<file path="config.mk">
export PLATFORM = sky130hd
export DESIGN_NAME = dor_sqrt_cell
export DESIGN_NICKNAME = d
export VERILOG_FILES = /design/src/rtl/core/dor_pkg.sv /design/src/rtl/core/dor_sqrt_cell.sv
export SDC_FILE = /design/constraint.sdc
export NUM_CORES = 1
export LEC_CHECK = 0
export BUFFER_PORTS_ARGS = -buffer_cell sky130_fd_sc_hd__buf_2
export CORE_AREA = 4 4 282 284
export DETAILED_ROUTE_END_ITERATION = 10
export DIE_AREA = 0 0 286 288
export PLACE_DENSITY_LB_ADDON = 0.05
export REMOVE_ABC_BUFFERS = 1
export SYNTH_ARGS = -nofsm -noshare
export SYNTH_HDL_FRONTEND = slang
export SYNTH_SLANG_ARGS = --single-unit
</file>
<file path="constraint.sdc">
create_clock -name clk_i -period 0.8 [get_ports clk_i]
set_clock_uncertainty 0.1 [all_clocks]
set_input_delay 0.16 -clock clk_i [delete_from_list [all_inputs] [get_ports clk_i]]
set_output_delay 0.16 -clock clk_i [all_outputs]
set_load 0.005 [all_outputs]
</file>
<file path="src/rtl/core/dor_pkg.sv">
// Shared types, constants and the arctangent table of the disc overlap core.
// Used by every cell module and by the top level; depends on nothing.
`timescale 1ns / 1ps

package dor_pkg;

  localparam int unsigned AtanEntries = 24;
  localparam int unsigned SqrtSteps   = 32;
  localparam int unsigned DivSteps    = 16;

  localparam logic [31:0] PI_Q30      = 32'd3373259426;
  localparam logic [35:0] HALF_PI_Q30 = 36'd1686629713;
  localparam logic [16:0] RATIO_ONE   = 17'h10000;

  // One rotation vector of a CORDIC lane.
  typedef struct packed {
    logic signed [35:0] x;
    logic signed [35:0] y;
    logic signed [35:0] z;
  } dor_vec_t;

  // Sideband that travels with an item down the chains of cells.
  typedef struct packed {
    logic               touch;
    logic               one;
    logic               calc;
    logic               sat;
    logic [30:0]        q0;
    logic [30:0]        q1;
    logic [61:0]        den;
    logic signed [35:0] p0;
    logic signed [35:0] p1;
    logic [31:0]        s;
  } dor_side_t;

  // Arctangent of 2^-i in Q30 radians.
  function automatic logic [31:0] atan_q30(input logic [4:0] idx);
    logic [31:0] a;
    unique case (idx)
      5'd0:    a = 32'h3243F6A8;
      5'd1:    a = 32'h1DAC6705;
      5'd2:    a = 32'h0FADBAFC;
      5'd3:    a = 32'h07F56EA6;
      5'd4:    a = 32'h03FEAB76;
      5'd5:    a = 32'h01FFD55B;
      5'd6:    a = 32'h00FFFAAA;
      5'd7:    a = 32'h007FFF55;
      5'd8:    a = 32'h003FFFEA;
      5'd9:    a = 32'h001FFFFD;
      5'd10:   a = 32'h000FFFFF;
      5'd11:   a = 32'h0007FFFF;
      5'd12:   a = 32'h0003FFFF;
      5'd13:   a = 32'h0001FFFF;
      5'd14:   a = 32'h0000FFFF;
      5'd15:   a = 32'h00007FFF;
      5'd16:   a = 32'h00003FFF;
      5'd17:   a = 32'h00001FFF;
      5'd18:   a = 32'h00000FFF;
      5'd19:   a = 32'h000007FF;
      5'd20:   a = 32'h000003FF;
      5'd21:   a = 32'h000001FF;
      5'd22:   a = 32'h000000FF;
      5'd23:   a = 32'h0000007F;
      default: a = 32'h0;
    endcase
    return a;
  endfunction

endpackage

</file>
<file path="src/rtl/core/dor_sqrt_cell.sv">
// One digit cell of the pipelined square root: decides one root bit.
// Depends on dor_pkg for the sideband type.
`timescale 1ns / 1ps

module dor_sqrt_cell import dor_pkg::*; #(
  parameter int unsigned STEP = 0
) (
  input  logic        clk_i,
  input  logic        rst_ni,
  input  logic        valid_i,
  input  logic [63:0] rem_i,
  input  logic [63:0] root_i,
  input  dor_side_t   side_i,
  output logic        valid_o,
  output logic [63:0] rem_o,
  output logic [63:0] root_o,
  output dor_side_t   side_o
);

  localparam logic [63:0] Bit = 64'd1 << (62 - 2 * STEP);

  logic        valid_q;
  logic [63:0] rem_d, rem_q, root_d, root_q, trial;
  dor_side_t   side_q;

  always_comb begin
    trial = root_i + Bit;
    if (rem_i >= trial) begin
      rem_d  = rem_i - trial;
      root_d = (root_i >> 1) + Bit;
    end else begin
      rem_d  = rem_i;
      root_d = root_i >> 1;
    end
  end

  always_ff @(posedge clk_i or negedge rst_ni) begin
    if (!rst_ni) begin
      valid_q <= 1'b0;
    end else begin
      valid_q <= valid_i;
    end
  end

  always_ff @(posedge clk_i) begin
    rem_q  <= rem_d;
    root_q <= root_d;
    side_q <= side_i;
  end

  assign valid_o = valid_q;
  assign rem_o   = rem_q;
  assign root_o  = root_q;
  assign side_o  = side_q;

endmodule

</file>
Word-level counts from Yosys, hierarchy flattened
Cells that the tools add are included.

cells by class
  add/sub/neg operators = 3
  order comparisons = 1
  multiplexer cells = 2

operator list
  kind                                             number
  adder 63 x 63 -> 64 bit (second input constant)  1
  adder 64 x 63 -> 64 bit (second input constant)  1
  >= comparator 64 bit                             1
  two-way mux 64 bit                               1
  subtractor 64 bit                                1
  two-way mux 63 bit                               1

word-level totals
  bits in registers = 361
  output and inout port bits = 361

Logic depth before layout (Yosys ltp)
Gate-level depths: netlist (run 1).

  word-level depth = 3
  mapped depth = 14
  gate-level depth less buffers = 13

Worst setup path before layout (run 1)
OpenSTA, ideal clock, no wires.

  path kind = input to register
  start point = input root_i[16]
  end point = register rem_q[60], in the netlist rem_o[60]
  library setup time = 0.118 ns
  data arrival time = 2.762 ns
  required time = 0.582 ns
  setup slack = -2.180 ns
  stages on the path = 12
  cell sequence = inv_1 > ha_1 > and2_1 > nand3_1 > or3_1 > a41o_1 > nor3_2 > o21ai_1 > o41ai_4 > or4b_1 > a21oi_1 > nor3_1

between the ends
  word-level cells in the longest chain between the ends = 3

RTL lines
  item                                                              line                                      source
  start, declared                                                   dor_sqrt_cell.sv:12                       input logic [63:0] root_i,
  adder 64 x 63 -> 64 bit *                                         dor_sqrt_cell.sv:27                       trial = root_i + Bit;
  subtractor 64 bit / >= comparator 64 bit (equally long branches)  dor_sqrt_cell.sv:29, dor_sqrt_cell.sv:28
  two-way mux 64 bit *                                              dor_sqrt_cell.sv:28                       if (rem_i >= trial) begin
  net rem_d[60]                                                     dor_sqrt_cell.sv:23                       logic [63:0] rem_d, rem_q, root_d, root_q, trial;
  end signal, assigned                                              dor_sqrt_cell.sv:46                       rem_q <= rem_d;
  end, declared                                                     dor_sqrt_cell.sv:23

The timed path passes the listed nets; every way through them passes the cells marked *.
A chain may end at the register's enable or synchronous reset.

Worst setup path in the final report (run 1)
  start point = input root_i[15]
  end point = register rem_q[60], in the netlist rem_o[60]

Same word-level chain as after synthesis.

==> results of run 1 <==
[repair_timing]
item	4_1_cts	5_1_grt
setup buffers	24	12
pin swaps	25	36
gates resized for setup	382	207
gates cloned	0	1
endpoints found under the hold margin	362	4
setup endpoints to repair	427	427
[power by group]
group	switching, mW	internal [mW]	total (mW)
logic	5.59	7.57	13.2
registers	0.564	19.6	20.2
clock network	8.68	14.7	23.4
total	14.8	41.9	56.7
[worst max path at each step]
stage	slack (ns)	end
floorplan	-4.96	rem_o[60]
global placement	-2.92	rem_o[0]
detailed placement	-2.90	rem_o[61]
CTS	-1.79	rem_o[60]
global route	-1.87	rem_o[60]
finish	-1.80	rem_o[60]
[critical path, delay by kind of cell]
family | cells | cell delay (ns)
and+or+nand+nor | 6 | 1.37
adders and majority gates | 1 | 0.28
AOI/OAI and AO/OA | 4 | 0.89
buffers and inverters | 3 | 0.27
[cells in the final DEF (no fill, tap or decap), drive strengths merged, types with 4 or more instances in the layout]
| cell | instances |
|---|---|
| a211oi | 4 |
| a21boi | 5 |
| a21o | 49 |
| a21oi | 111 |
| a31oi | 7 |
| a41oi | 5 |
| and2 | 10 |
| and3 | 13 |
| buf | 1048 |
| bufinv | 10 |
| clkbuf | 64 |
| clkinv | 7 |
| dfxtp | 360 |
| dlygate4sd3 | 358 |
| ha | 64 |
| inv | 83 |
| mux2 | 14 |
| nand2 | 52 |
| nand3 | 14 |
| nand4 | 18 |
| nor2 | 82 |
| nor2b | 10 |
| nor3 | 12 |
| o211ai | 7 |
| o21a | 7 |
| o21ai | 43 |
| o21bai | 11 |
| o31a | 5 |
| or2 | 4 |
| or3 | 4 |
| xnor2 | 36 |
| xor2 | 20 |
[sequential cells by signal, summed over array words and instances (netlist names)]
| signal | cells |
|---|---|
| side_o | 232 |
| valid_o | 1 |
| root_o | 64 |
| rem_o | 64 |
[cell families (layout without fill, tap and decap cells)]
| family | Yosys count | after routing | share of synthesized area (%) |
|---|---|---|---|
| adders and majority gates | 65 | 65 | 6.84 |
| xor gates and xnor gates | 56 | 56 | 4.09 |
| muxes | 15 | 15 | 1.40 |
| DFF | 361 | 361 | 60.3 |
| AOI/OAI and AO/OA | 272 | 272 | 14.2 |
| buffers and inverters | 115 | 1570 | 3.72 |
| and+or+nand+nor | 234 | 234 | 9.46 |
| other | 0 | 3 | 0 |
[per-stage QoR]
step	utilization [%]	hold slack (ns)	TNS, ns	setup slack (ns)	instances
after floorplan	-	-0.236	-300.62	-4.96	1081
after global placement	24.7	-0.155	-184.97	-2.92	3137
after detailed placement	24.7	-0.152	-185.94	-2.90	3137
after CTS	33.5	-0.405	-292.41	-1.79	3603
after global routing	34.6	-0.395	-299.60	-1.87	3613
final	34.6	-0.361	-273.68	-1.80	3616
[metal layers]
metal,GRT usage [%],wire length (um),vias to the layer above
met5,0,91,-
met4,4.71,2130,14
met3,3.57,3970,98
met2,28.9,35100,400
met1,17.8,26700,6232
li1,-,-,6670
[cell type report]
cell class,instances,area (um2),share of cell area [%]
repair buffers,1407,10800,40.7
well taps,1040,1300,4.88
clock buffers,63,1290,4.86
flip-flops and latches,361,7460,28.0
diodes,3,7.51,0.0282
inverters,78,298,1.12
multi-input cells,642,5020,18.9
clock inverters,22,415,1.56
==> impl_metrics.yaml, run 1 <==
logic_synthesis:
  synthTopCellsByCount: "dfxtp_1, a21oi_1, nor2_1"
  synthTopCellsByArea: "dfxtp_1, ha_1, a21oi_1"
  synthesis.instances: 1118
  ys_seq_area_share_pct: 60.3
  ys_ff_latch: 361
  ys.flop_type: "dfxtp_1"
  yosys_warnings: 0
  yosysMostFrequentCell: "dfxtp_1"
  synth_edf_count: 0
  synth.distinct_cells: 59
  avgSynthCellArea_um2: 10.7
  netlist.top_cell.by_area: "dfxtp_1"
  synthArstFlopShare_pct: 0.277
  synth_top_area_share_pct: 60.1
  netlist_area_mm2: 0.0120
die:
  core_mm2: 0.0771
  dieWidth_um: 286
  io_pins: 724
  initial_core_util_pct: 15.6
  die_y_um: 288
  dieArea_mm2: 0.0824
  row_count: 102
routing:
  initialDrtViolationCount: 343
  ant_nets: 0
  avgViaCountPerCell: 3.71
  wl_um: 67900
  wl_per_cell_um: 18.8
  vias: 13414
  first_pass_iters: 4
  drc_errors: 0
pwr:
  vdd_ir_drop_max_uv: 1380
  power.total_mw: 56.7
  p_per_area_mw_per_mm2: 2130
  leakagePower_nw: 12.7
grt:
  grt.overflow.total: 0
  antenna_found_initial: 16
  grt_first_pass_wirelength_um: 96600
  track_usage_pct: 15.6
  grt_max_degree: 25
  grt_pass1_vias: 14566
timing:
  drv_slew: 0
  rsz0062_at_grt: "true"
  period_share_pct: 325
  max_clock_freq_mhz: 385
  period_minus_slack_ns: 2.60
  setup_ws_ns: -1.80
  finalSetupViolations: 427
  finalHoldViolCount: 4
  hold_ws_ns: -0.361
  max_slew_margin_pct: 71.9
  worst_pin_slew_ns: 0.417
worst_setup_path:
  worst-path-max-fanout: 6
  cp-startpoint: "root_i[15]"
  slowest_stage: "or4b_1"
  crit_arrival_ns: 2.97
  worstSetupPathType: "primary input to flip-flop"
  worst-endpoint-required_ns: 1.17
  start_kind: "primary input"
  crit_path_cell_trace: "buf_8 -> inv_4 -> ha_4 -> and2_4 -> nand3_4 -> or3_4 -> a41o_1 -> nor3_4 -> o21ai_4 -> o41ai_4 -> buf_12 -> or4b_1 -> a21oi_1 -> nor3_1"
  cpPeakStageDelay_ns: 0.43
  end_kind: "flip-flop"
min_path:
  hold_start: "root_i[1]"
  hold_end: "root_o[0]"
  whs_path_depth: 1
  hold_class: "primary input to flip-flop"
layout:
  final_area_mm2: 0.0266
  layout.nets: 2964
  drive_gt1_share_pct: 55.6
  nFillCells: 7989
  area_delta_synth_final_pct: 122
status:
  violations: "hold timing, setup timing"
  status: "finished with violations"
clock_network:
  cts_hold_buf: 358
  cts.sink_count: 361
  tritoncts: "built"
  numCtsBuffers: 46
  cts-root-buf: "clkbuf_16"
  clk_path_buf_depth: 3
  htree_levels: 2
  clk_pin_slew_ns: 0.06
place:
  postPlaceCellArea_mm2: 0.0190
  portBuffers: 723
  hpwl_um: 55300
  gp_congestion: 0.826
run:
  maxCapViolations: 0
Note: power is estimated with default switching activity, not from simulation.
==> run 2: changes to the inputs <==
- SKIP_LAST_GASP: default -> 1
==> run 2 against run 1 <==
Net effect: the flow still finishes with violations (hold timing, setup timing); sequential share of layout area down 0.22 points; sequential power about the same; via count grew 0.49%; global-route usage about the same; total power up 0.67%; die area stayed put; fmax is essentially flat; largest cell class unchanged.
==> impl_metrics.yaml, run 2 (same netlist as run 1, synthesis figures left out) <==
timing:
  period_share_pct: 325
  drv_slew: 0
  rsz0062_at_grt: "true"
  hold_ws_ns: -0.364
  max_clock_freq_mhz: 385
  max_slew_margin_pct: 70.8
  tns_ns: -275.66
  finalSetupViolations: 427
  period_minus_slack_ns: 2.60
  worst_pin_slew_ns: 0.434
  finalHoldViolCount: 4
  setup_ws_ns: -1.80
worst_setup_path:
  start_kind: "primary input"
  worst-endpoint-required_ns: 1.17
  cp-startpoint: "root_i[15]"
  crit_arrival_ns: 2.97
  worst-path-max-fanout: 5
  end_kind: "flip-flop"
  worstSetupPathType: "primary input to flip-flop"
  crit_path_end: "rem_o[60]"
grt:
  track_usage_pct: 15.6
  antenna_found_initial: 16
  grt_pass1_vias: 14558
  grt.overflow.total: 0
  grt_first_pass_wirelength_um: 96500
  grt_max_degree: 25
clock_network:
  htree_levels: 2
  cts-root-buf: "clkbuf_16"
  clk_path_buf_depth: 3
  cts.sink_count: 361
  tritoncts: "built"
  numCtsBuffers: 46
  cts_hold_buf: 358
  clk_pin_slew_ns: 0.06
layout:
  area_delta_synth_final_pct: 124
  final_area_mm2: 0.0269
  final_cells: 3617
  drive_gt1_share_pct: 56.8
  layout.nets: 2965
  layout_common_cells: "buf_2, dlygate4sd3_1, buf_4"
  largest_register_ffs: 232
  final_common_cell: "buf_2"
  nFillCells: 7976
place:
  portBuffers: 723
  hpwl_um: 55300
  gp_congestion: 0.826
  postPlaceCellArea_mm2: 0.0190
  placedCellCount: 3137
status:
  violations: "hold timing, setup timing"
  status: "finished with violations"
die:
  row_count: 102
  die_y_um: 288
  initial_core_util_pct: 15.6
  core_mm2: 0.0771
  dieWidth_um: 286
  io_pins: 724
  dieArea_mm2: 0.0824
routing:
  initialDrtViolationCount: 325
  ant_nets: 0
  wl_per_cell_um: 18.8
  avgViaCountPerCell: 3.73
  wl_um: 68100
  first_pass_iters: 5
  vias: 13480
  drc_errors: 0
pwr:
  leakagePower_nw: 12.7
  vdd_ir_drop_max_uv: 1380
  power.total_mw: 57.1
  p_per_area_mw_per_mm2: 2130
min_path:
  whs_path_depth: 1
  hold_class: "primary input to flip-flop"
run:
  maxCapViolations: 0
-- run 2: repair_timing --
action                                  in CTS  in global routing
gates cloned                                 0                  2
endpoints found under the hold margin      362                  4
setup buffers                               24                 11
pin swaps                                   25                 33
resized for setup                          369                274
endpoints found under the setup margin     427                427
-- run 2: critical path, cell delays in order --
cell and delay (ns):
buf_8 0.08, inv_4 0.03, ha_4 0.28, and2_4 0.16, nand3_4 0.07, or3_4 0.38
a41o_1 0.29, nor3_4 0.25, o21ai_4 0.10, o41ai_4 0.37, buf_12 0.16, or4b_1 0.43
a21oi_1 0.13, nor3_1 0.07
-- run 2: area by class of cell --
cell class / count / area [um2] / area share [%]
flip-flops and latches: 361 / 7460 / 27.8
well taps: 1040 / 1300 / 4.85
clock buffers: 63 / 1290 / 4.82
clock inverters: 22 / 415 / 1.55
diodes: 3 / 7.51 / 0.0280
repair buffers: 1408 / 10900 / 40.7
inverters: 78 / 300 / 1.12
multi-input cells: 642 / 5160 / 19.2
-- run 2: worst min-delay path by stage --
stage / start / slack, ns / to
after floorplan: rst_ni / -0.24 / valid_o
after detailed placement: rst_ni / -0.15 / valid_o
after global routing: root_i[1] / -0.40 / root_o[0]
final: root_i[1] / -0.36 / root_o[0]
after global placement: rst_ni / -0.16 / valid_o
after CTS: root_i[1] / -0.40 / root_o[0]
-- run 2: layer usage --
layer  vias to the layer above  share of wire [%]  track usage (%)
li1                       6672                  -                -
met1                      6291                 39             17.8
met2                       408                 52             28.9
met3                        95                5.9             3.56
met4                        14                3.1             4.63
met5                         -               0.13                0
-- run 2: metrics by stage --
step                worst slack [ns]  utilization (%)
finish                         -1.80             34.8
global route                   -1.87             34.8
CTS                            -1.79             33.4
detailed placement             -2.90             24.7
global placement               -2.92             24.7
floorplan                      -4.96                -
-- run 2: report_power, final --
part	internal [mW]	switching [mW]	leakage [nW]	total [mW]
clock network	14.7	8.70	0.839	23.4
registers	19.6	0.567	3.05	20.2
logic	7.76	5.76	8.85	13.5
total	42.1	15.0	12.7	57.1
==> run 3: changes to the inputs <==
- CORE_AREA: 4 4 282 284 -> 4 4 283 285
- DIE_AREA: 0 0 286 288 -> 0 0 287 289
==> run 3 against run 2 <==
Net effect: global-route usage grew 0.11 points; core utilization is 0.31 points higher; die area increased by 0.70%; critical path depth decreased by 1; the run still ends with hold timing, setup timing left; hold slack got worse by 0.023 ns; count of clock-buffer cells in the layout rose by 3; highest routed layer unchanged; worst setup slack gained 0.13 ns; routed wire length increased by 2.0%; final cell count rose by 0.44%; largest cell class unchanged; largest power group unchanged.
==> impl_metrics.yaml, run 3 (same netlist as run 1, synthesis figures left out) <==
timing:
  drv_slew: 0
  max_clock_freq_mhz: 405
  rsz0062_at_grt: "true"
  hold_ws_ns: -0.387
  max_slew_margin_pct: 66.3
  finalSetupViolations: 427
  finalHoldViolCount: 9
  worst_pin_slew_ns: 0.501
  period_minus_slack_ns: 2.47
  setup_ws_ns: -1.67
  period_share_pct: 309
routing:
  wl_met3_um: 5060
  initialDrtViolationCount: 321
  avgViaCountPerCell: 3.75
  wl_per_cell_um: 19.1
  highest_layer: "met5"
  vias: 13632
  wl_um: 69500
  wl_met1_um: 26100
  route.met2.wl_um: 36100
  ant_nets: 0
  drc_errors: 0
  first_pass_iters: 4
die:
  dieArea_mm2: 0.0829
  dieWidth_um: 287
  io_pins: 724
  die_y_um: 289
  row_count: 102
  core_mm2: 0.0773
  initial_core_util_pct: 15.5
status:
  status: "finished with violations"
  violations: "hold timing, setup timing"
place:
  hpwl_um: 55100
  gp_congestion: 0.802
  placedCellCount: 3137
  portBuffers: 723
  dp_slack_ns: -2.96
  postPlaceCellArea_mm2: 0.0190
layout:
  layout_common_cells: "buf_2, dlygate4sd3_1, buf_4"
  final_common_cell: "buf_2"
  layout.nets: 2983
  nFillCells: 7977
  final_cells: 3633
  largest_register_ffs: 232
  drive_gt1_share_pct: 57.8
  area_delta_synth_final_pct: 127
  final_area_mm2: 0.0272
grt:
  track_usage_pct: 15.7
  grt_max_degree: 15
  grt.overflow.total: 0
  antenna_found_initial: 18
  grt_first_pass_wirelength_um: 96900
  grt_pass1_vias: 14706
worst_setup_path:
  crit_path_cell_trace: "buf_2 -> inv_2 -> ha_4 -> buf_4 -> buf_4 -> nand4_1 -> or4_4 -> o211ai_1 -> o21ai_2 -> o41ai_4 -> buf_4 -> buf_16 -> mux2_1"
  critPathBufInv: 6
  start_kind: "primary input"
  worst-endpoint-required_ns: 1.15
  worstSetupPathType: "primary input to flip-flop"
  cpPeakStageDelay_ns: 0.55
  crit_arrival_ns: 2.82
  end_kind: "flip-flop"
  worst-path-max-fanout: 11
  slowest_stage: "or4_4"
  cpLargestDelayFamily: "buffers and inverters"
  cp_common_cell: "buf_4"
min_path:
  hold_end: "root_o[0]"
  hold_class: "primary input to flip-flop"
  hold_start: "root_i[1]"
  whs_path_depth: 1
clock_network:
  cts-root-buf: "clkbuf_16"
  htree_levels: 2
  numCtsBuffers: 46
  cts.sink_count: 361
  clk_path_buf_depth: 3
  clk_pin_slew_ns: 0.06
  tritoncts: "built"
pwr:
  power.total_mw: 55.4
  leakagePower_nw: 12.8
  vdd_ir_drop_max_uv: 1570
  p_per_area_mw_per_mm2: 2040
run:
  maxCapViolations: 0
[run 3: layout make-up]
type,count,area (um2),area share (%)
Tap cell,1040,1300,4.79
Timing Repair Buffer,1426,11100,40.9
Inverter,78,305,1.12
Multi-Input combinational cell,642,5450,20.0
Sequential cell,361,7450,27.4
Antenna cell,3,7.51,0.0276
Clock buffer,66,1340,4.92
Clock inverter,17,209,0.769
[run 3: how the worst max path moves through the flow]
stage / slack [ns] / from / to / cells after the start
floorplan: -4.96 / root_i[16] / rem_o[60] / 12
global placement: -2.87 / rem_i[0] / rem_o[18] / 14
detailed placement: -2.96 / rem_i[0] / rem_o[60] / 15
CTS: -1.61 / rem_i[13] / rem_o[60] / 15
global route: -1.76 / root_i[15] / rem_o[60] / 15
finish: -1.67 / root_i[2] / rem_o[7] / 13
[run 3: power by group]
part           internal (mW)  leakage, nW  switching (mW)  total [mW]
Clock                   12.4        0.765            8.78        21.2
Combinational           8.10         9.01            5.92        14.0
Sequential              19.6         3.05           0.602        20.2
Total                   40.1         12.8            15.3        55.4
[run 3: per-stage QoR]
step / utilization, % / TNS, ns
floorplan: - / -300.62
global placement: 24.5 / -180.05
detailed placement: 24.5 / -183.78
CTS: 33.6 / -288.43
global route: 35.2 / -299.28
finish: 35.2 / -271.28
[run 3: timing repair]
item / CTS / global route
hold endpoints to repair: 362 / 17
buffers inserted: 36 / 19
resized for setup: 442 / 245
hold buffers: 347 / 10
setup endpoints to repair: 427 / 427
gates cloned: 5 / 2
pin swaps: 69 / 32
[run 3: layer usage]
metal,vias to the layer above,global-route usage (%)
li1,6715,-
met1,6377,16.8
met2,408,29.5
met3,116,4.71
met4,16,4.77
met5,-,0
