<file path="src/rtl/core/dor_pkg.sv">
// Shared types, constants and the arctangent table of the disc overlap core.
// Used by every cell module and by the top level; depends on nothing.
`timescale 1ns / 1ps

package dor_pkg;

  localparam int unsigned AtanEntries = 24;
  localparam int unsigned SqrtSteps   = 32;
  localparam int unsigned DivSteps    = 16;

  localparam logic [31:0] PI_Q30      = 32'd3373259426;
  localparam logic [35:0] HALF_PI_Q30 = 36'd1686629713;
  localparam logic [16:0] RATIO_ONE   = 17'h10000;

  // One rotation vector of a CORDIC lane.
  typedef struct packed {
    logic signed [35:0] x;
    logic signed [35:0] y;
    logic signed [35:0] z;
  } dor_vec_t;

  // Sideband that travels with an item down the chains of cells.
  typedef struct packed {
    logic               touch;
    logic               one;
    logic               calc;
    logic               sat;
    logic [30:0]        q0;
    logic [30:0]        q1;
    logic [61:0]        den;
    logic signed [35:0] p0;
    logic signed [35:0] p1;
    logic [31:0]        s;
  } dor_side_t;

  // Arctangent of 2^-i in Q30 radians.
  function automatic logic [31:0] atan_q30(input logic [4:0] idx);
    logic [31:0] a;
    unique case (idx)
      5'd0:    a = 32'h3243F6A8;
      5'd1:    a = 32'h1DAC6705;
      5'd2:    a = 32'h0FADBAFC;
      5'd3:    a = 32'h07F56EA6;
      5'd4:    a = 32'h03FEAB76;
      5'd5:    a = 32'h01FFD55B;
      5'd6:    a = 32'h00FFFAAA;
      5'd7:    a = 32'h007FFF55;
      5'd8:    a = 32'h003FFFEA;
      5'd9:    a = 32'h001FFFFD;
      5'd10:   a = 32'h000FFFFF;
      5'd11:   a = 32'h0007FFFF;
      5'd12:   a = 32'h0003FFFF;
      5'd13:   a = 32'h0001FFFF;
      5'd14:   a = 32'h0000FFFF;
      5'd15:   a = 32'h00007FFF;
      5'd16:   a = 32'h00003FFF;
      5'd17:   a = 32'h00001FFF;
      5'd18:   a = 32'h00000FFF;
      5'd19:   a = 32'h000007FF;
      5'd20:   a = 32'h000003FF;
      5'd21:   a = 32'h000001FF;
      5'd22:   a = 32'h000000FF;
      5'd23:   a = 32'h0000007F;
      default: a = 32'h0;
    endcase
    return a;
  endfunction

endpackage

</file>
<file path="src/rtl/core/dor_div_cell.sv">
// One restoring division cell: produces one quotient bit of the ratio.
// Depends on dor_pkg for the sideband type, which carries the divisor.
`timescale 1ns / 1ps

module dor_div_cell import dor_pkg::*; (
  input  logic        clk_i,
  input  logic        rst_ni,
  input  logic        valid_i,
  input  logic [63:0] rem_i,
  input  logic [15:0] quo_i,
  input  dor_side_t   side_i,
  output logic        valid_o,
  output logic [63:0] rem_o,
  output logic [15:0] quo_o,
  output dor_side_t   side_o
);

  logic        valid_q;
  logic [63:0] sh, rem_d, rem_q;
  logic [15:0] quo_d, quo_q;
  dor_side_t   side_q;

  always_comb begin
    sh = rem_i << 1;
    if (sh >= {2'b0, side_i.den}) begin
      rem_d = sh - {2'b0, side_i.den};
      quo_d = {quo_i[14:0], 1'b1};
    end else begin
      rem_d = sh;
      quo_d = {quo_i[14:0], 1'b0};
    end
  end

  always_ff @(posedge clk_i or negedge rst_ni) begin
    if (!rst_ni) begin
      valid_q <= 1'b0;
    end else begin
      valid_q <= valid_i;
    end
  end

  always_ff @(posedge clk_i) begin
    rem_q  <= rem_d;
    quo_q  <= quo_d;
    side_q <= side_i;
  end

  assign valid_o = valid_q;
  assign rem_o   = rem_q;
  assign quo_o   = quo_q;
  assign side_o  = side_q;

endmodule

</file>
<file path="config.mk">
export PLATFORM = sky130hd
export DESIGN_NAME = dor_div_cell
export DESIGN_NICKNAME = d
export VERILOG_FILES = /design/src/rtl/core/dor_pkg.sv /design/src/rtl/core/dor_div_cell.sv
export SDC_FILE = /design/constraint.sdc
export NUM_CORES = 1
export LEC_CHECK = 0
export BUFFER_PORTS_ARGS = -buffer_cell sky130_fd_sc_hd__buf_4
export CAP_MARGIN = 20
export CORE_AREA = 2 2 241 243
export DETAILED_ROUTE_END_ITERATION = 7
export DIE_AREA = 0 0 243 245
export SKIP_CTS_REPAIR_TIMING = 1
export SYNTH_ARGS = -nofsm -noshare
export SYNTH_HDL_FRONTEND = slang
export SYNTH_SLANG_ARGS = --single-unit
</file>
<file path="constraint.sdc">
create_clock -name clk_i -period 0.8 [get_ports clk_i]
set_clock_uncertainty 0.1 [all_clocks]
set_input_delay 0.16 -clock clk_i [delete_from_list [all_inputs] [get_ports clk_i]]
set_output_delay 0.16 -clock clk_i [all_outputs]
set_load 0.03 [all_outputs]
</file>
; ---- After elaboration in Yosys (flattened, before gate mapping)
; Cells that the tools add are included.
[totals]
regBits = 313
input_bits = 315
out_inout_bits = 313
wordCells = 18
[op_classes]
addsub = 1
n_lt_le_gt_ge = 1
mux = 2
[op_table]
columns = cell, n
row1 = 64-bit by 62-bit >= comparator with 1-bit output, 1
row2 = 64-bit two-way mux, 1
row3 = 64-bit by 62-bit subtractor with 64-bit output, 1
row4 = 1-bit two-way mux, 1

; ---- Depth between registers and ports, before layout
; Gate-level depths: netlist (run 1).
[depth]
word_depth = 2
ltp_mapped = 15
ltp_nobuf = 12

; ---- Least setup slack after synthesis (run 1)
; OpenSTA, ideal clock, no wires.
[synth_timing]
kind = input -> register
start = in side_i[155] in the netlist's numbering
end = reg rem_q[62] (netlist: rem_o[62])
setup_ps = 118
arrival_ps = 2560
required_ps = 582
path_slack_ps = -1978
path_stages = 11
path_buffers = 1
path_cell_list = inv_1 ha_1 buf_2 nand2_1 o21ai_2 a21oi_1 a2111o_1 a2111oi_4 nor2_2 or4_1 xnor2_1
[synth_via]
elab_chain_len = 2
elab_cells_between_ends = 3
classes_between = add/sub: 1 / order compare: 1 / mux: 1
[synth_lines]
columns = element, line
row1 = start: declaration, dor_div_cell.sv:11  ; input dor_side_t side_i,
row2 = 64-bit by 62-bit subtractor with 64-bit output / 64-bit by 62-bit >= comparator with 1-bit output (equally long branches), "dor_div_cell.sv:26, dor_div_cell.sv:25"
row3 = 64-bit two-way mux (*), dor_div_cell.sv:25  ; if (sh >= {2'b0, side_i.den}) begin
row4 = via rem_d[62], dor_div_cell.sv:19  ; logic [63:0] sh, rem_d, rem_q;
row5 = end signal: assignment, dor_div_cell.sv:43  ; rem_q <= rem_d;
row6 = end: declaration, dor_div_cell.sv:19
; Mark *: on every way through the listed nets, which the timed path passes. The rest lies on a longest branch.
; A chain may end at the register's enable or synchronous reset.

; ---- Worst setup path in the final report (run 1)
[layout_timing]
start = in side_i[120] in the netlist's numbering
end = reg rem_q[61] (netlist: rem_o[61])
; Same word-level chain as after synthesis.

==> flow_summary.json, run 1 <==
{
  "cts_root_buf": "clkbuf_16",
  "ys_ff_latch": 313,
  "cpLargestDelayFamily": "compound AO/OA/AOI/OAI gates",
  "synth_warnings": 0,
  "holdCritPathClass": "in2reg",
  "nets": 2777,
  "cpMaxStageDelayCell": "a2111oi_4",
  "synth_area_per_cell_um2": 9.975,
  "layout_common_cells": "623 x buf_4, 311 x buf_6, 308 x dfxtp_2",
  "critPathKind": "in2reg",
  "finalNonFillerCells": 3200,
  "antenna_found_initial": 24,
  "final_common_cell": "buf_4",
  "synthesis.area_mm2": 0.01112,
  "slowest_delay_ps": 490,
  "hold_viol_final": 7,
  "gp_congestion": 0.9269,
  "maxCapViolations": 0,
  "period_share_pct": 304.6,
  "fp.coreArea_mm2": 0.05703,
  "critical_path_required_ps": 1150,
  "drc": 0,
  "rows": 88,
  "die_w_um": 243,
  "relSlewSlack_pct": 62.72,
  "start_util_pct": 19.50,
  "synth_top_cell_by_area": "dfxtp_1",
  "drive_gt1_share_pct": 64.43,
  "worst_setup_hold_path_clk_slew_ps": 60,
  "p_total_mw": 53.15,
  "worst_pin_slew_ps": 555.4,
  "layout_setup_ws_ps": -1636,
  "area_growth_pct": 142.3,
  "die_h_um": 245,
  "io_buffers": 625,
  "setup_viol": 378,
  "critical_path.max_fanout": 5,
  "path_buf_inv": 3,
  "crit_path_start_kind": "input pin",
  "synthArstFlopShare_pct": 0.3195,
  "min_period_ps": 2436,
  "ys.flop_type": "dfxtp_1",
  "violations": "hold timing, setup timing",
  "grt_max_degree": 29,
  "cts_buffers": 39,
  "setup.worst_path.start": "side_i[120]",
  "grtUsageTotal_pct": 20.29,
  "critPathCaptureType": "flop",
  "synthTopCellsByArea": "dfxtp_1 56%, ha_1 7.0%, a21oi_1 5.8%",
  "wire_per_inst_um": 21.82,
  "synth_nets": 1493,
  "ys_seq_area_share_pct": 56.38,
  "cpMostUsedCell": "a2111oi_4",
  "cp_cell_sequence": "buf_4 > inv_2 > ha_4 > buf_6 > nand4_1 > a2111oi_4 > nor3_4 > a2111oi_4 > o211ai_1 > a21oi_2 > nor3_2 > o31ai_2",
  "synth_cell_type_count": 65,
  "wl_um": 69840,
  "vias": 13360,
  "hpwl_um": 53870,
  "first_pass_iters": 4,
  "drt-initial-drc-count": 476,
  "fmax_mhz": 410.4,
  "vias_per_cell": 4.176,
  "status": "finished, violations left",
  "synth_edf_count": 0,
  "leakage_nw": 12.11,
  "fin_hold_ws_ps": -382.8,
  "ios": 628,
  "drv_slew": 0,
  "placed_cells": 2770,
  "synth_cells": 1115,
  "cts_max_level": 2,
  "cts_tree": "built",
  "fillers": 5249,
  "crit_arrival_ps": 2790,
  "powerDensity_mw_per_mm2": 1972,
  "die_area_mm2": 0.05954,
  "holdCritStartpoint": "side_i[107]",
  "rsz0062_at_grt": "true",
  "grt_pass1_vias": 12320,
  "overflow": 0,
  "clock-sinks": 313,
  "synth_top_area_share_pct": 56.16,
  "clock_path_buffers": 3,
  "grt_first_pass_wirelength_um": 86720,
  "vdd_drop_max_uv": 1748,
  "drtAntennaViolNets": 0
}
-- path summary, 6_finish.rpt --
check / endpoint / slack, ps / depth (start not counted)
min: side_o[107] / -380 / 1
max: rem_o[61] / -1640 / 12
min in group asynchronous: valid_o / 0 / 2
max in group asynchronous: valid_o / 510 / 2
-- flip-flops by register name, summed over array words and instances (netlist names) --
| register | count |
|---|---|
| quo_o | 16 |
| rem_o | 64 |
| side_o | 232 |
| valid_o | 1 |
-- kinds of logic (layout without fill, tap and decap cells) --
family                   after synthesis  after routing  share of synthesized area [%]
buffers and inverters                115           1426                          4.050
AND/OR/NAND/NOR                      267            267                          11.27
AO/OA/AOI/OAI                        300            300                          16.59
multiplexers                           4              4                         0.3712
other                                  0              9                              0
adder cells (fa/ha/maj)               63             63                          7.155
flip-flops                           313            313                          56.38
XOR/XNOR                              53             53                          4.174
-- through the flow --
| step | setup TNS, ps | area [um2] | utilization [%] | setup slack, ps | hold slack, ps |
|---|---|---|---|---|---|
| 2_1_floorplan | -101850 | 11840 | - | -1809 | -235.6 |
| 3_3_place_gp | -144600 | 19510 | 34.20 | -2401 | -149.4 |
| 3_5_place_dp | -143140 | 19510 | 34.20 | -2443 | -151.6 |
| 4_1_cts | -272190 | 20780 | 36.44 | -1878 | -752.9 |
| 5_1_grt | -261330 | 26940 | 47.23 | -1697 | -414.0 |
| 6_report | -242880 | 26950 | 47.24 | -1636 | -382.8 |
-- layout make-up --
type / count / area, um2 / area share [%]
Timing Repair Buffer: 1280 / 11920 / 44.24
Sequential cell: 313 / 6668 / 24.74
Multi-Input combinational cell: 687 / 5769 / 21.41
Clock buffer: 49 / 1064 / 3.947
Tap cell: 765 / 957.2 / 3.552
Inverter: 77 / 316.6 / 1.175
Clock inverter: 19 / 212.7 / 0.7894
Antenna cell: 9 / 22.52 / 0.08358
Timing Repair inverter: 1 / 16.27 / 0.06036
-- per-layer routing --
metal | global-route usage (%) | vias to the layer above | part of all wire [%]
met5 | 0 | - | 0.19
met4 | 5.936 | 18 | 3.5
met3 | 7.282 | 112 | 6.3
met2 | 35.73 | 441 | 50
met1 | 22.96 | 6367 | 40
li1 | - | 6425 | -
-- cell usage after synthesis (all sizes together) (4+ instances only) --
master   number
dfxtp       312
a21oi       130
nor2         85
nand2        82
inv          77
ha           62
o21ai        52
xnor2        32
a21o         26
nor3         26
clkbuf       24
o21bai       21
xor2         21
nand4        16
buf          14
nand3        14
o31ai        11
a31oi         9
nor2b         9
o21a          9
a211oi        7
a21boi        6
and2          6
nor4          5
o211ai        5
a2111oi       4
and3          4
nand2b        4
o22ai         4
-- report_power, final --
group          leakage [nW]  internal (mW)  switching, mW
sequential             2.65           17.3          0.767
combinational          8.84           8.66           8.60
clock                 0.627           10.4           7.38
Note: power is estimated with default switching activity, not from simulation.
==> inputs of run 2 (changes only) <==
--- a/config.mk
+++ b/config.mk
@@ -8,6 +8,7 @@
 export BUFFER_PORTS_ARGS = -buffer_cell sky130_fd_sc_hd__buf_4
 export CAP_MARGIN = 20
 export CORE_AREA = 2 2 241 243
+export CTS_BUF_LIST = sky130_fd_sc_hd__clkbuf_16
 export DETAILED_ROUTE_END_ITERATION = 7
 export DIE_AREA = 0 0 243 245
 export SKIP_CTS_REPAIR_TIMING = 1
==> flow_summary.json, run 2 (synthesis gave the netlist of run 1 again) <==
{
  "grtUsageTotal_pct": 20.29,
  "cts_root_buf": "clkbuf_16",
  "vias_per_cell": 4.180,
  "hpwl_um": 53870,
  "switching_power_mw": 16.69,
  "fin_hold_ws_ps": -382.9,
  "crit_arrival_ps": 2810,
  "rows": 88,
  "fp.coreArea_mm2": 0.05703,
  "wl_um": 69710,
  "critical_path.max_fanout": 5,
  "sequentialPowerShare_pct": 34.4,
  "power_frac_comb_pct": 32.9,
  "drtAntennaViolNets": 0,
  "grt_max_degree": 29,
  "relSlewSlack_pct": 62.26,
  "critPathKind": "in2reg",
  "design_area_mm2": 0.02689,
  "clock_path_buffers": 3,
  "layout_common_cells": "623 x buf_4, 311 x buf_6, 308 x dfxtp_2",
  "overflow": 0,
  "layout_setup_ws_ps": -1659,
  "cpMaxStageDelayCell": "a2111oi_4",
  "setup.worst_path.start": "side_i[120]",
  "die_area_mm2": 0.05954,
  "drv_slew": 0,
  "fmax_mhz": 406.7,
  "wire_per_inst_um": 21.81,
  "io_buffers": 625,
  "antenna_found_initial": 21,
  "worst_pin_slew_ps": 562.3,
  "worst_setup_hold_path_clk_slew_ps": 60,
  "ios": 628,
  "cts_max_level": 2,
  "fin_util_pct": 47.14,
  "slowest_delay_ps": 500,
  "gp_congestion": 0.9269,
  "cpMostUsedCell": "a2111oi_4",
  "grt_pass1_vias": 12320,
  "maxCapViolations": 0,
  "largest_reg_flops": 232,
  "drt-initial-drc-count": 464,
  "clkPwrFrac_pct": 32.8,
  "cts_buffers": 39,
  "die_w_um": 243,
  "powerDensity_mw_per_mm2": 1954,
  "violations": "hold timing, setup timing",
  "die_h_um": 245,
  "min_period_ps": 2459,
  "holdCritPathClass": "in2reg",
  "nets": 2777,
  "cts_tree": "built",
  "clock-sinks": 313,
  "final_common_cell": "buf_4",
  "start_util_pct": 19.50,
  "period_share_pct": 307.4,
  "area_growth_pct": 141.8,
  "setup_viol": 378,
  "status": "finished, violations left",
  "hold_viol_final": 8,
  "vdd_drop_max_uv": 1747,
  "drc": 0,
  "drive_gt1_share_pct": 64.22,
  "p_int_mw": 35.86,
  "cp_cell_sequence": "buf_4 > inv_2 > ha_4 > buf_6 > nand4_1 > a2111oi_4 > nor3_4 > a2111oi_4 > o211ai_1 > a21oi_2 > nor3_2 > o31ai_2",
  "vias": 13370,
  "holdCritStartpoint": "side_i[107]",
  "grt_first_pass_wirelength_um": 86710,
  "critPathCaptureType": "flop",
  "placed_cell_area_mm2": 0.01951,
  "swShare_pct": 31.76,
  "crit_path_start_kind": "input pin",
  "leakage_nw": 12.11,
  "rsz0062_at_grt": "true",
  "critical_path_required_ps": 1150,
  "first_pass_iters": 4
}
run 2: changes by cell type in the layout (fill, tap and decap cells not counted), sizes merged:
| cell | delta |
|---|---|
| inv | +5 |
| clkinv | +5 |
| diode | -3 |
| clkbuf | -10 |
run 2: path summary, 6_finish.rpt:
check,to,cells after the start
max in group asynchronous,valid_o,2
setup / recovery,rem_o[61],12
min in group asynchronous,valid_o,2
hold / removal,side_o[107],1
run 2: power groups by stage:
| stage | registers (mW) | logic (mW) | clock network (mW) |
|---|---|---|---|
| detailed placement | 17.8 | 13.8 | 0 |
| finish | 18.1 | 17.3 | 17.2 |
| global placement | 17.8 | 13.8 | 0 |
| global route | 18.2 | 18.2 | 18.3 |
| floorplan | 20.6 | 3.90 | 0 |
| CTS | 17.5 | 13.9 | 17.7 |
run 2: metal layers:
| layer | routed length (um) | track usage, % | up-vias |
|---|---|---|---|
| met5 | 115 | 0 | - |
| met4 | 2239 | 5.936 | 16 |
| met3 | 4238 | 7.282 | 98 |
| met2 | 35060 | 35.74 | 438 |
| met1 | 28060 | 22.95 | 6392 |
| li1 | - | - | 6421 |
run 2: worst max-delay path, delay by kind of cell:
family / cells / cell delay, ps
simple gates: 3 / 360
buf+inv: 3 / 220
compound gates: 5 / 1790
fa+ha+maj: 1 / 280
run 2: area by class of cell:
| cell class | count | area, um2 |
|---|---|---|
| Antenna cell | 6 | 15.01 |
| Clock buffer | 39 | 975.9 |
| Clock inverter | 29 | 250.2 |
| Fill cell | 5253 | 30150 |
| Inverter | 77 | 316.6 |
| Multi-Input combinational cell | 687 | 5769 |
| Sequential cell | 313 | 6668 |
| Tap cell | 765 | 957.2 |
| Timing Repair Buffer | 1280 | 11920 |
| Timing Repair inverter | 1 | 16.27 |
run 2: through the flow:
stage | TNS [ps] | worst slack [ps] | instances | hold WS, ps | power [mW]
floorplan | -101850 | -1809 | 1115 | -235.6 | 24.48
global placement | -144600 | -2401 | 2770 | -149.4 | 31.62
detailed placement | -143140 | -2443 | 2770 | -151.6 | 31.63
CTS | -272150 | -1878 | 2838 | -752.0 | 49.12
global route | -261320 | -1697 | 3195 | -414.3 | 54.69
finish | -242610 | -1659 | 3197 | -382.9 | 52.54
==> inputs of run 3 (changes only) <==
--- a/config.mk
+++ b/config.mk
@@ -11,7 +11,7 @@
 export CTS_BUF_LIST = sky130_fd_sc_hd__clkbuf_16
 export DETAILED_ROUTE_END_ITERATION = 7
 export DIE_AREA = 0 0 243 245
-export SKIP_CTS_REPAIR_TIMING = 1
+export HOLD_SLACK_MARGIN = 0.12
 export SYNTH_ARGS = -nofsm -noshare
 export SYNTH_HDL_FRONTEND = slang
 export SYNTH_SLANG_ARGS = --single-unit
==> flow_summary.json, run 3 (synthesis gave the netlist of run 1 again) <==
{
  "status": "finished, violations left",
  "violations": "hold timing, setup timing",
  "io_buffers": 625,
  "rsz0062_at_grt": "true",
  "antenna_found_initial": 20,
  "placed_cells": 2770,
  "hpwl_um": 53870,
  "start_util_pct": 19.50,
  "rows": 88,
  "setup_viol": 378,
  "drc": 0,
  "critical_path_required_ps": 1140,
  "critPathKind": "in2reg",
  "cts_buffers": 39,
  "crit_arrival_ps": 2750,
  "relSlewSlack_pct": 60.88,
  "hold_viol_final": 20,
  "maxCapViolations": 0,
  "grt_first_pass_wirelength_um": 99330,
  "layout_setup_ws_ps": -1615,
  "p_total_mw": 53.25,
  "first_pass_iters": 4,
  "fin_hold_ws_ps": -394.6,
  "clock_path_buffers": 3,
  "nets": 2785,
  "cpMaxStageDelayCell": "or4_4",
  "slowest_delay_ps": 560,
  "layout_common_cells": "610 x buf_4, 326 x buf_6, 309 x dfxtp_2",
  "cts_root_buf": "clkbuf_16",
  "worst_pin_slew_ps": 582.8,
  "finalSetupTns_ps": -239070,
  "critical_path.max_fanout": 7,
  "finalNonFillerCells": 3203,
  "worst_setup_hold_path_clk_slew_ps": 50,
  "grt_max_degree": 17,
  "crit_path_start_kind": "input pin",
  "overflow": 0,
  "die_h_um": 245,
  "grt_pass1_vias": 14470,
  "ios": 628,
  "min_period_ps": 2415,
  "drv_slew": 0,
  "drt-initial-drc-count": 417,
  "place_ws_ps": -2443,
  "cpMostUsedCell": "nor2_4",
  "critPathCaptureType": "flop",
  "drtAntennaViolNets": 0,
  "vdd_drop_max_uv": 1773,
  "final_common_cell": "buf_4",
  "fmax_mhz": 414.1,
  "clock-sinks": 313,
  "die_area_mm2": 0.05954,
  "area_growth_pct": 146.9,
  "fillers": 5155,
  "leakage_nw": 12.31,
  "cts_tree": "built",
  "vias_per_cell": 4.192,
  "powerDensity_mw_per_mm2": 1939,
  "cts_max_level": 2,
  "drive_gt1_share_pct": 67.42,
  "period_share_pct": 301.9,
  "fp.coreArea_mm2": 0.05703,
  "vias": 13430,
  "largest_reg_flops": 232,
  "grtUsageTotal_pct": 22.74,
  "wire_per_inst_um": 21.95,
  "wl_um": 70310,
  "holdCritPathClass": "in2reg",
  "cp_cell_sequence": "buf_8 > inv_4 > ha_4 > nand2_4 > buf_6 > nor2_4 > a32oi_2 > a22oi_2 > nor2_2 > a2111oi_4 > nor2_4 > or4_4 > xnor2_2",
  "die_w_um": 243,
  "gp_congestion": 0.9269
}
==> run 3: cell count changes in the layout (fill, tap and decap cells not counted), moves of 13 or more <==
cell,before,now
buf_4,623,610
buf_6,311,326
buf_8,30,44
dlygate4sd3_1,306,293
nor2_1,52,35
nor2_2,4,22
==> run 3: worst max-delay path, delay by kind of cell <==
kind,cells,cell delay (ps)
AND/OR/NAND/NOR,5,1040
AO/OA/AOI/OAI,3,880
adder cells (fa/ha/maj),1,300
buffers and inverters,3,230
XOR/XNOR,1,140
==> run 3: repair_timing <==
action | 4_1_cts | 5_1_grt
endpoints found under the setup margin | 378 | 378
cloned | 8 | 1
buffers inserted | 49 | 27
resized for setup | 898 | 119
endpoints found under the hold margin | 313 | 43
hold buffers | 274 | 19
pin swaps | 71 | 67
==> run 3: layout make-up <==
| cell class | instances | area (um2) | share of cell area [%] |
|---|---|---|---|
| Multi-Input combinational cell | 687 | 6066 | 22.09 |
| Inverter | 77 | 331.6 | 1.207 |
| Tap cell | 765 | 957.2 | 3.486 |
| Timing Repair inverter | 1 | 8.758 | 0.03190 |
| Clock inverter | 29 | 250.2 | 0.9113 |
| Antenna cell | 4 | 10.01 | 0.03645 |
| Timing Repair Buffer | 1288 | 12190 | 44.40 |
| Clock buffer | 39 | 975.9 | 3.554 |
| Sequential cell | 313 | 6669 | 24.29 |
==> run 3: power by group <==
part / internal [mW] / switching [mW] / leakage (nW)
registers: 17.3 / 0.764 / 2.65
clock network: 9.90 / 7.46 / 0.619
logic: 8.99 / 8.84 / 9.05
total: 36.2 / 17.1 / 12.3
==> run 3: through the flow <==
| stage | utilization (%) | instance area, um2 |
|---|---|---|
| 2_1_floorplan | - | 11840 |
| 3_3_place_gp | 34.20 | 19510 |
| 3_5_place_dp | 34.20 | 19510 |
| 4_1_cts | 46.70 | 26630 |
| 5_1_grt | 48.15 | 27460 |
| 6_report | 48.15 | 27460 |
==> run 3: path summary, 6_finish.rpt <==
path,start,to,cells past startpoint
min,side_i[119],side_o[119],1
max,side_i[123],rem_o[62],13
min in group asynchronous,rst_ni,valid_o,2
max in group asynchronous,rst_ni,valid_o,2
==> run 3: layer usage <==
metal	vias to the layer above	global-route usage (%)	part of all wire (%)
li1	6437	-	-
met3	93	5.500	5.9
met4	12	5.287	2.8
met2	412	41.67	51
met1	6473	26.59	40
met5	-	0	0.095
